`config.mk`:
```
export PLATFORM = sky130hd
export DESIGN_NAME = keyframe_pose_sequencer
export DESIGN_NICKNAME = d
export VERILOG_FILES = /design/src/hdl/kps_pkg.sv /design/src/hdl/keyframe_pose_sequencer.sv /design/src/hdl/kps_datapath.sv /design/src/hdl/kps_ctrl.sv
export SDC_FILE = /design/constraint.sdc
export NUM_CORES = 2
export LEC_CHECK = 0
export BUFFER_PORTS_ARGS = -buffer_cell sky130_fd_sc_hd__buf_2
export CORE_MARGIN = 2
export CORE_UTILIZATION = 55
export DETAILED_ROUTE_END_ITERATION = 6
export PLACE_DENSITY = 0.7
export SLEW_MARGIN = 20
export SYNTH_ARGS = -nofsm -noshare
export SYNTH_HDL_FRONTEND = slang
export SYNTH_HIERARCHICAL = 1
export SYNTH_SLANG_ARGS = --single-unit
```
`constraint.sdc`:
```
create_clock -name clk_i -period 10.42 [get_ports clk_i]
set_input_delay 1.042 -clock clk_i [delete_from_list [all_inputs] [get_ports clk_i]]
set_output_delay 1.042 -clock clk_i [all_outputs]
set_load 0.02 [all_outputs]
```
`src/hdl/kps_pkg.sv`:
```
// Package for the keyframe pose sequencer: sizes, codes and shared types.
// Used by kps_ctrl, kps_datapath and keyframe_pose_sequencer.
package kps_pkg;

  localparam int MAX_KF  = 32;
  localparam int IDX_W   = $clog2(MAX_KF);
  localparam int CNT_W   = $clog2(MAX_KF + 1);
  localparam int ANG_W   = 10;
  localparam int DUR_W   = 16;
  localparam int TOT_W   = DUR_W + IDX_W;
  localparam int TIME_W  = 32;
  localparam int OFS_W   = 24;
  localparam int DVD_W   = TIME_W + 1;
  localparam int SEG_W   = 5;
  localparam int NUM_W   = 28;
  localparam int STEP_W  = 6;

  typedef enum logic [1:0] {
    KIND_ADD   = 2'd0,
    KIND_POSE  = 2'd1,
    KIND_CLEAR = 2'd2,
    KIND_NONE  = 2'd3
  } kind_e;

  typedef enum logic [1:0] {
    REG_OFFSET  = 2'd0,
    REG_REVERSE = 2'd1,
    REG_INTERP  = 2'd2,
    REG_NONE    = 2'd3
  } reg_e;

  typedef struct packed {
    logic signed [ANG_W-1:0] knee;
    logic signed [ANG_W-1:0] femur;
    logic signed [ANG_W-1:0] hip;
    logic        [DUR_W-1:0] dur;
  } kf_t;

  typedef struct packed {
    logic add;
    logic clr;
    logic mod_start;
    logic div_step;
    logic rev;
    logic wchk;
    logic rd_next;
    logic lat_a;
    logic lat_b;
    logic bmul;
    logic bload;
    logic bstore;
    logic out_load;
  } kps_cmd_t;

  typedef struct packed {
    logic total_zero;
    logic div_last;
    logic hit;
    logic walk_end;
    logic interp;
    logic joint_last;
    logic out_free;
  } kps_sts_t;

endpackage

```
`src/hdl/keyframe_pose_sequencer.sv`:
```
// Keyframe pose sequencer: add and clear finish in idle as they are accepted.
// A pose query runs the remainder steps, a mirror step, a read and a check
// per keyframe walked, a fetch of the next keyframe, then a hold or a blend
// per joint (one shared restoring divider), and an output load. Queries run
// one at a time; a finished pose waits in the output register while the
// next transaction is accepted. Reset (async, active low) empties the table
// and zeroes config and output valid; keyframe memory and payload are not reset.
module keyframe_pose_sequencer (
  input  logic                             clk_i,
  input  logic                             rst_ni,
  input  logic                             cfg_we_i,
  input  logic [1:0]                       cfg_idx_i,
  input  logic [kps_pkg::OFS_W-1:0]        cfg_data_i,
  input  logic                             in_valid_i,
  output logic                             in_ready_o,
  input  logic [1:0]                       kind_i,
  input  logic signed [kps_pkg::ANG_W-1:0] knee_in_i,
  input  logic signed [kps_pkg::ANG_W-1:0] femur_in_i,
  input  logic signed [kps_pkg::ANG_W-1:0] hip_in_i,
  input  logic [kps_pkg::DUR_W-1:0]        duration_i,
  input  logic [kps_pkg::TIME_W-1:0]       now_ms_i,
  output logic                             out_valid_o,
  input  logic                             out_ready_i,
  output logic signed [kps_pkg::ANG_W-1:0] knee_out_o,
  output logic signed [kps_pkg::ANG_W-1:0] femur_out_o,
  output logic signed [kps_pkg::ANG_W-1:0] hip_out_o,
  output logic [kps_pkg::SEG_W-1:0]        segment_o
);
  import kps_pkg::*;

  // Command and status between sequencer and datapath.
  kps_cmd_t cmd;
  kps_sts_t sts;

  // Sequencer: accept a transaction in idle, then step the query through
  // remainder, segment walk and per-joint blend.
  kps_ctrl u_ctrl (
    .clk_i      (clk_i),
    .rst_ni     (rst_ni),
    .in_valid_i (in_valid_i),
    .kind_i     (kind_i),
    .in_ready_o (in_ready_o),
    .sts_i      (sts),
    .cmd_o      (cmd)
  );

  // Datapath: hold the table, the registers and the result.
  kps_datapath u_dp (
    .clk_i       (clk_i),
    .rst_ni      (rst_ni),
    .cfg_we_i    (cfg_we_i),
    .cfg_idx_i   (cfg_idx_i),
    .cfg_data_i  (cfg_data_i),
    .knee_in_i   (knee_in_i),
    .femur_in_i  (femur_in_i),
    .hip_in_i    (hip_in_i),
    .duration_i  (duration_i),
    .now_ms_i    (now_ms_i),
    .cmd_i       (cmd),
    .sts_o       (sts),
    .out_ready_i (out_ready_i),
    .out_valid_o (out_valid_o),
    .knee_out_o  (knee_out_o),
    .femur_out_o (femur_out_o),
    .hip_out_o   (hip_out_o),
    .segment_o   (segment_o)
  );

endmodule

```
`src/hdl/kps_datapath.sv`:
```
// Datapath: keyframe memory, config registers, shared restoring divider,
// blend multipliers and the output register. Depends on kps_pkg.
module kps_datapath (
  input  logic                         clk_i,
  input  logic                         rst_ni,
  input  logic                         cfg_we_i,
  input  logic [1:0]                   cfg_idx_i,
  input  logic [kps_pkg::OFS_W-1:0]    cfg_data_i,
  input  logic signed [kps_pkg::ANG_W-1:0] knee_in_i,
  input  logic signed [kps_pkg::ANG_W-1:0] femur_in_i,
  input  logic signed [kps_pkg::ANG_W-1:0] hip_in_i,
  input  logic [kps_pkg::DUR_W-1:0]    duration_i,
  input  logic [kps_pkg::TIME_W-1:0]   now_ms_i,
  input  kps_pkg::kps_cmd_t            cmd_i,
  output kps_pkg::kps_sts_t            sts_o,
  input  logic                         out_ready_i,
  output logic                         out_valid_o,
  output logic signed [kps_pkg::ANG_W-1:0] knee_out_o,
  output logic signed [kps_pkg::ANG_W-1:0] femur_out_o,
  output logic signed [kps_pkg::ANG_W-1:0] hip_out_o,
  output logic [kps_pkg::SEG_W-1:0]    segment_o
);
  import kps_pkg::*;

  kf_t                     mem [MAX_KF];
  kf_t                     rd_q;
  kf_t                     a_q, b_q;
  logic [OFS_W-1:0]        offset_q;
  logic                    rev_q, interp_q;
  logic [CNT_W-1:0]        count_q;
  logic [TOT_W-1:0]        total_q;
  logic [IDX_W-1:0]        idx_q, raddr;
  logic [CNT_W-1:0]        idx_inc, nxt;
  logic [TOT_W-1:0]        s_q, dvs_q, rem_q;
  logic [DVD_W-1:0]        dvd_q;
  logic [STEP_W-1:0]       step_q;
  logic [1:0]              joint_q;
  logic                    neg_q;
  logic signed [NUM_W-2:0] p1_q;
  logic signed [NUM_W-1:0] p2_q;
  logic signed [ANG_W-1:0] res_q [3];
  logic                    out_valid_q;

  logic [TOT_W:0]          trial;
  logic                    qbit;
  logic signed [ANG_W-1:0] aj, bj;
  logic signed [ANG_W:0]   diff;
  logic signed [DUR_W:0]   dsx, ssx;
  logic signed [NUM_W-1:0] sum;
  logic [NUM_W-1:0]        mag;
  logic [ANG_W-1:0]        quo;
  logic signed [ANG_W-1:0] bval;

  assign idx_inc = {1'b0, idx_q} + CNT_W'(1);
  assign nxt     = (idx_inc < count_q) ? idx_inc : '0;
  assign raddr   = cmd_i.rd_next ? nxt[IDX_W-1:0] : idx_q;

  always_comb begin
    unique case (joint_q)
      2'd0:    begin aj = a_q.knee;  bj = b_q.knee;  end
      2'd1:    begin aj = a_q.femur; bj = b_q.femur; end
      default: begin aj = a_q.hip;   bj = b_q.hip;   end
    endcase
  end

  assign trial = {rem_q, dvd_q[DVD_W-1]};
  assign qbit  = (trial >= {1'b0, dvs_q});
  assign diff  = $signed({bj[ANG_W-1], bj}) - $signed({aj[ANG_W-1], aj});
  assign dsx   = $signed({1'b0, a_q.dur});
  assign ssx   = $signed({1'b0, s_q[DUR_W-1:0]});
  assign sum   = $signed({p1_q[NUM_W-2], p1_q}) + p2_q;
  assign mag   = sum[NUM_W-1] ? NUM_W'(-sum) : NUM_W'(sum);
  assign quo   = dvd_q[ANG_W-1:0];
  assign bval  = !interp_q ? aj : (neg_q ? $signed(-quo) : $signed(quo));

  // Keyframe memory with registered read.
  always_ff @(posedge clk_i) begin
    if (cmd_i.add && (count_q < CNT_W'(MAX_KF))) begin
      mem[count_q[IDX_W-1:0]] <= '{knee: knee_in_i, femur: femur_in_i,
                                   hip: hip_in_i, dur: duration_i};
    end
    rd_q <= mem[raddr];
  end

  // Payload registers.
  always_ff @(posedge clk_i) begin
    if (cmd_i.mod_start) begin
      dvd_q  <= DVD_W'(now_ms_i) + DVD_W'(offset_q);
      rem_q  <= '0;
      dvs_q  <= total_q;
      step_q <= STEP_W'(DVD_W);
    end else if (cmd_i.bload) begin
      dvd_q  <= {mag, (DVD_W-NUM_W)'(0)};
      rem_q  <= '0;
      dvs_q  <= TOT_W'(a_q.dur);
      neg_q  <= sum[NUM_W-1];
      step_q <= STEP_W'(NUM_W);
    end else if (cmd_i.div_step) begin
      dvd_q  <= {dvd_q[DVD_W-2:0], qbit};
      rem_q  <= qbit ? TOT_W'(trial - {1'b0, dvs_q}) : trial[TOT_W-1:0];
      step_q <= step_q - STEP_W'(1);
    end
    if (cmd_i.rev) begin
      s_q   <= rev_q ? total_q - rem_q : rem_q;
      idx_q <= '0;
    end else if (cmd_i.wchk && !sts_o.hit) begin
      s_q   <= s_q - TOT_W'(rd_q.dur);
      idx_q <= idx_inc[IDX_W-1:0];
    end
    if (cmd_i.lat_a) a_q <= rd_q;
    if (cmd_i.lat_b) begin
      b_q     <= rd_q;
      joint_q <= '0;
    end
    if (cmd_i.bmul) begin
      p1_q <= (NUM_W-1)'(aj * dsx);
      p2_q <= NUM_W'(ssx * diff);
    end
    if (cmd_i.bstore) begin
      res_q[joint_q] <= bval;
      if (joint_q != 2'd2) joint_q <= joint_q + 2'd1;
    end
    if (cmd_i.out_load) begin
      knee_out_o  <= res_q[0];
      femur_out_o <= res_q[1];
      hip_out_o   <= res_q[2];
      segment_o   <= SEG_W'(idx_q);
    end
  end

  // Control-side registers.
  always_ff @(posedge clk_i or negedge rst_ni) begin
    if (!rst_ni) begin
      offset_q    <= '0;
      rev_q       <= 1'b0;
      interp_q    <= 1'b0;
      count_q     <= '0;
      total_q     <= '0;
      out_valid_q <= 1'b0;
    end else begin
      if (cfg_we_i) begin
        unique case (reg_e'(cfg_idx_i))
          REG_OFFSET:  offset_q <= cfg_data_i;
          REG_REVERSE: rev_q    <= cfg_data_i[0];
          REG_INTERP:  interp_q <= cfg_data_i[0];
          default: ;
        endcase
      end
      if (cmd_i.clr) begin
        count_q <= '0;
        total_q <= '0;
      end else if (cmd_i.add && (count_q < CNT_W'(MAX_KF))) begin
        count_q <= count_q + CNT_W'(1);
        total_q <= total_q + TOT_W'(duration_i);
      end
      out_valid_q <= cmd_i.out_load || (out_valid_q && !out_ready_i);
    end
  end

  assign sts_o.total_zero = (total_q == '0);
  assign sts_o.div_last   = (step_q == STEP_W'(1));
  assign sts_o.hit        = (s_q < TOT_W'(rd_q.dur));
  assign sts_o.walk_end   = (idx_inc == count_q);
  assign sts_o.interp     = interp_q;
  assign sts_o.joint_last = (joint_q == 2'd2);
  assign sts_o.out_free   = !out_valid_q || out_ready_i;
  assign out_valid_o      = out_valid_q;

endmodule

```
`src/hdl/kps_ctrl.sv`:
```
// Controller: one-hot sequencer for add, clear and pose transactions.
// Drives kps_datapath through kps_cmd_t; depends on kps_pkg.
module kps_ctrl (
  input  logic              clk_i,
  input  logic              rst_ni,
  input  logic              in_valid_i,
  input  logic [1:0]        kind_i,
  output logic              in_ready_o,
  input  kps_pkg::kps_sts_t sts_i,
  output kps_pkg::kps_cmd_t cmd_o
);
  import kps_pkg::*;

  typedef enum logic [11:0] {
    S_IDLE  = 12'b000000000001,
    S_MOD   = 12'b000000000010,
    S_REV   = 12'b000000000100,
    S_WRD   = 12'b000000001000,
    S_WCHK  = 12'b000000010000,
    S_NRD   = 12'b000000100000,
    S_NLAT  = 12'b000001000000,
    S_BMUL  = 12'b000010000000,
    S_BLOAD = 12'b000100000000,
    S_BDIV  = 12'b001000000000,
    S_BSTO  = 12'b010000000000,
    S_FIN   = 12'b100000000000
  } state_e;

  state_e state_q, state_d;

  assign in_ready_o = (state_q == S_IDLE);

  always_comb begin
    state_d = state_q;
    cmd_o   = '0;
    unique case (state_q)
      S_IDLE: begin
        if (in_valid_i) begin
          unique case (kind_e'(kind_i))
            KIND_ADD:   cmd_o.add = 1'b1;
            KIND_CLEAR: cmd_o.clr = 1'b1;
            KIND_POSE: begin
              if (!sts_i.total_zero) begin
                cmd_o.mod_start = 1'b1;
                state_d = S_MOD;
              end
            end
            default: ;
          endcase
        end
      end
      S_MOD: begin
        cmd_o.div_step = 1'b1;
        if (sts_i.div_last) state_d = S_REV;
      end
      S_REV: begin
        cmd_o.rev = 1'b1;
        state_d = S_WRD;
      end
      S_WRD: state_d = S_WCHK;
      S_WCHK: begin
        cmd_o.wchk = 1'b1;
        if (sts_i.hit) begin
          cmd_o.lat_a = 1'b1;
          state_d = S_NRD;
        end else if (sts_i.walk_end) begin
          state_d = S_IDLE;
        end else begin
          state_d = S_WRD;
        end
      end
      S_NRD: begin
        cmd_o.rd_next = 1'b1;
        state_d = S_NLAT;
      end
      S_NLAT: begin
        cmd_o.lat_b = 1'b1;
        state_d = S_BMUL;
      end
      S_BMUL: begin
        if (sts_i.interp) begin
          cmd_o.bmul = 1'b1;
          state_d = S_BLOAD;
        end else begin
          cmd_o.bstore = 1'b1;
          if (sts_i.joint_last) state_d = S_FIN;
        end
      end
      S_BLOAD: begin
        cmd_o.bload = 1'b1;
        state_d = S_BDIV;
      end
      S_BDIV: begin
        cmd_o.div_step = 1'b1;
        if (sts_i.div_last) state_d = S_BSTO;
      end
      S_BSTO: begin
        cmd_o.bstore = 1'b1;
        state_d = sts_i.joint_last ? S_FIN : S_BMUL;
      end
      S_FIN: begin
        if (sts_i.out_free) begin
          cmd_o.out_load = 1'b1;
          state_d = S_IDLE;
        end
      end
      default: state_d = S_IDLE;
    endcase
  end

  always_ff @(posedge clk_i or negedge rst_ni) begin
    if (!rst_ni) begin
      state_q <= S_IDLE;
    end else begin
      state_q <= state_d;
    end
  end

endmodule
```
==> impl_metrics.ini <==
[worst_setup_path]
required_ps = 10960
crit_path_end = u_dp/p2_q[27]
startpoint = u_dp/joint_q[1]
regToRegSetupSlack_ps = 1490
rr_startpoint = u_dp/joint_q[1]
crit_path_max_fanout = 44
critPathMaxStageDelay_ps = 840
slowest_stage = o21ai_2
crit_arrival_ps = 9470
critPathCaptureType = register
worstSetupPathType = reg2reg
reg2regPathDepth = 30
r2r-end = u_dp/p2_q[27]
crit_top_cell = fa_1
worst_setup_path_start_kind = register

[synth]
ys_ff_latch = 1890
syn-num-nets = 6651
synth_edf_count = 1744
synth_top_area_frac = 0.5804
synth_area_leaders = edfxtp_1, mux4_2, fa_1
async_reset_ff_frac = 0.03492
synth_cells = 5988
seq_area_frac_synth = 0.6165
ys_warn_count = 6
ys_types = 106
synth_top_cell_by_area = edfxtp_1
synth_most_common_cell = edfxtp_1
syn_area_um2 = 90230
avgSynthCellArea_um2 = 15.07
synthTopCellsByCount = edfxtp_1, nand2_1, inv_1
synth_ff_type = edfxtp_1

[sta]
setup_viol = 0
fin_crit_sh = 0.8571
clock_skew_ps = 58.73
slew_headroom = 0.2122
max_freq_mhz = 112.0
fin_setup_tns_ps = 0
rsz0062_at_grt = no
worstMarginPinSlew_ps = 1182
finalHoldViolations = 0
period_needed_ps = 8931
drv_slew = 0

[route]
drtIter0Drc = 5116
vias = 51913
viasPerCell = 6.110
wl_per_cell_um = 26.02
dr.pass1.iters = 6
route.detailed.drc = 0
antenna_left = 0
wl_mm = 221.1

[power]
peakVddDrop_mv = 0.2194
p_leak_nw = 35.24
pwr_density_cell_nw_per_um2 = 198.4
post-layout-total-power_mw = 19.82

[global_route]
grt_pass1_wl_mm = 331.9
grt_antenna_before_repair = 17
grt_pass1_vias = 52517
grt_max_degree = 130
grt_overflow = 0
grtUsageTotal = 0.2667

[placement]
io_buffer_count = 147
dp_hpwl_mm = 135.3
gp_congestion = 0.8918

[clock_network]
clkTransAtPathRegs_ps = 60
cts_buffer_depth = 3
cts_hold_buf = 0
cts_buffers = 183
cts_resized = 0
cts-root-buf = clkbuf_16
clock_latency_ps = 840
clkSinkCount = 1890
post_cts_buffers = 0
htreeDepth = 4
tritoncts = done

[floorplan]
start_util = 0.5543
die_w_um = 409.0
die_h_um = 409.0
coreArea_um2 = 162800
die_area_um2 = 167300
ios = 148
std_cell_rows = 148

[cells_and_area]
drive_gt1_frac = 0.1680
final_nets = 6832
syn_to_final_growth_pct = 10.75

[job]
cap_violations = 0

[worst_hold_path]
timing.hold.worst.class = in2async

[run_status]
outcome = finished clean
critical path: cells and delay by family, from the launching register on:
family,cells,cell delay (ps)
compound gates,18,4270
fa+ha+maj,7,3010
simple gates,2,560
flops,1,540
buf+inv,2,150
xor+xnor,1,80
per-layer routing:
metal	wire length, µm	global-route usage	vias up
li1	-	-	22781
met1	86150	0.3504	26534
met2	109600	0.4493	2121
met3	16060	0.04002	455
met4	9159	0.1055	22
met5	153	0	-
area by class of cell:
cell class	count	area, µm²
Sequential cell	1890	55630
Fill cell	11808	62840
Clock buffer	238	4897
Timing Repair Buffer	251	1652
Clock inverter	99	1137
Multi-Input combinational cell	3438	32370
Inverter	405	1520
Tap cell	2175	2721
Antenna cell	1	2.502
layout by cell type, fill, tap and decap left out, types with 29 or more instances in the layout:
cell / instances
a32oi_1: 48
nor3_1: 54
edfxtp_1: 1744
clkbuf_16: 184
buf_4: 95
nor2_1: 190
nor2_4: 39
dfrtp_1: 65
mux2_2: 44
mux2i_1: 87
clkbuf_1: 45
buf_2: 146
and3_1: 75
inv_1: 403
nand2b_1: 51
or2_2: 29
a21oi_1: 173
a21o_1: 56
nand2_1: 600
ha_1: 308
and2_1: 73
mux4_2: 368
nand3_1: 144
dfxtp_1: 79
xor2_1: 63
xnor2_1: 123
fa_1: 244
o21ai_0: 134
nor2b_1: 102
per-stage QoR:
step	instance area, µm²	instances	hold WS [ps]	utilization	worst slack [ps]
3_5_place_dp	93870	8158	404.5	0.5767	1308
6_report	99930	8497	341.0	0.6139	1489
3_3_place_gp	93770	8154	402.4	0.5761	1401
5_1_grt	99930	8497	396.2	0.6139	707.3
4_1_cts	99900	8495	326.3	0.6138	1263
2_1_floorplan	90230	5988	400.3	-	1780
sequential cells by signal, indices dropped and copies added, names as in the netlist, 6 cells and up:
| register | cells |
|---|---|
| u_dp/dvd_q | 33 |
| u_ctrl/state_q | 12 |
| u_dp/knee_out_o | 10 |
| u_dp/hip_out_o | 10 |
| u_dp/p2_q | 28 |
| u_dp/s_q | 21 |
| u_dp/res_q | 30 |
| u_dp/step_q | 6 |
| u_dp/count_q | 6 |
| u_dp/femur_out_o | 10 |
| u_dp/dvs_q | 21 |
| u_dp/a_q | 46 |
| u_dp/rem_q | 21 |
| u_dp/b_q | 30 |
| u_dp/mem | 1472 |
| u_dp/p1_q | 27 |
| u_dp/offset_q | 24 |
| u_dp/rd_q | 46 |
| u_dp/total_q | 21 |
cell families after synthesis:
kind of cell | Yosys count | synth area share
DFF | 1890 | 0.6165
and+or+nand+nor | 1497 | 0.08053
AOI/OAI and AO/OA | 700 | 0.05114
buffers and inverters | 660 | 0.02941
adders and majority gates | 552 | 0.09685
muxes | 500 | 0.1072
xor gates and xnor gates | 189 | 0.01843
how the worst min path moves through the flow:
stage | start | to | slack [ps] | cells after the start
2_1_floorplan | u_dp/res_q[1][0] | u_dp/femur_out_o[0] | 400 | 0
3_3_place_gp | u_dp/res_q[0][2] | u_dp/knee_out_o[2] | 400 | 0
3_5_place_dp | u_dp/res_q[1][7] | u_dp/femur_out_o[7] | 400 | 0
4_1_cts | rst_ni | u_dp/offset_q[16] | 330 | 1
5_1_grt | rst_ni | u_dp/offset_q[0] | 400 | 1
6_report | rst_ni | u_dp/offset_q[16] | 340 | 1
report_power, final:
part	leakage, nW	total, mW	internal (mW)	switching [mW]
registers	17.2	9.03	8.72	0.311
clock network	2.93	6.64	3.78	2.85
logic	15.1	4.16	1.67	2.49
(Power assumes the default switching activity.)
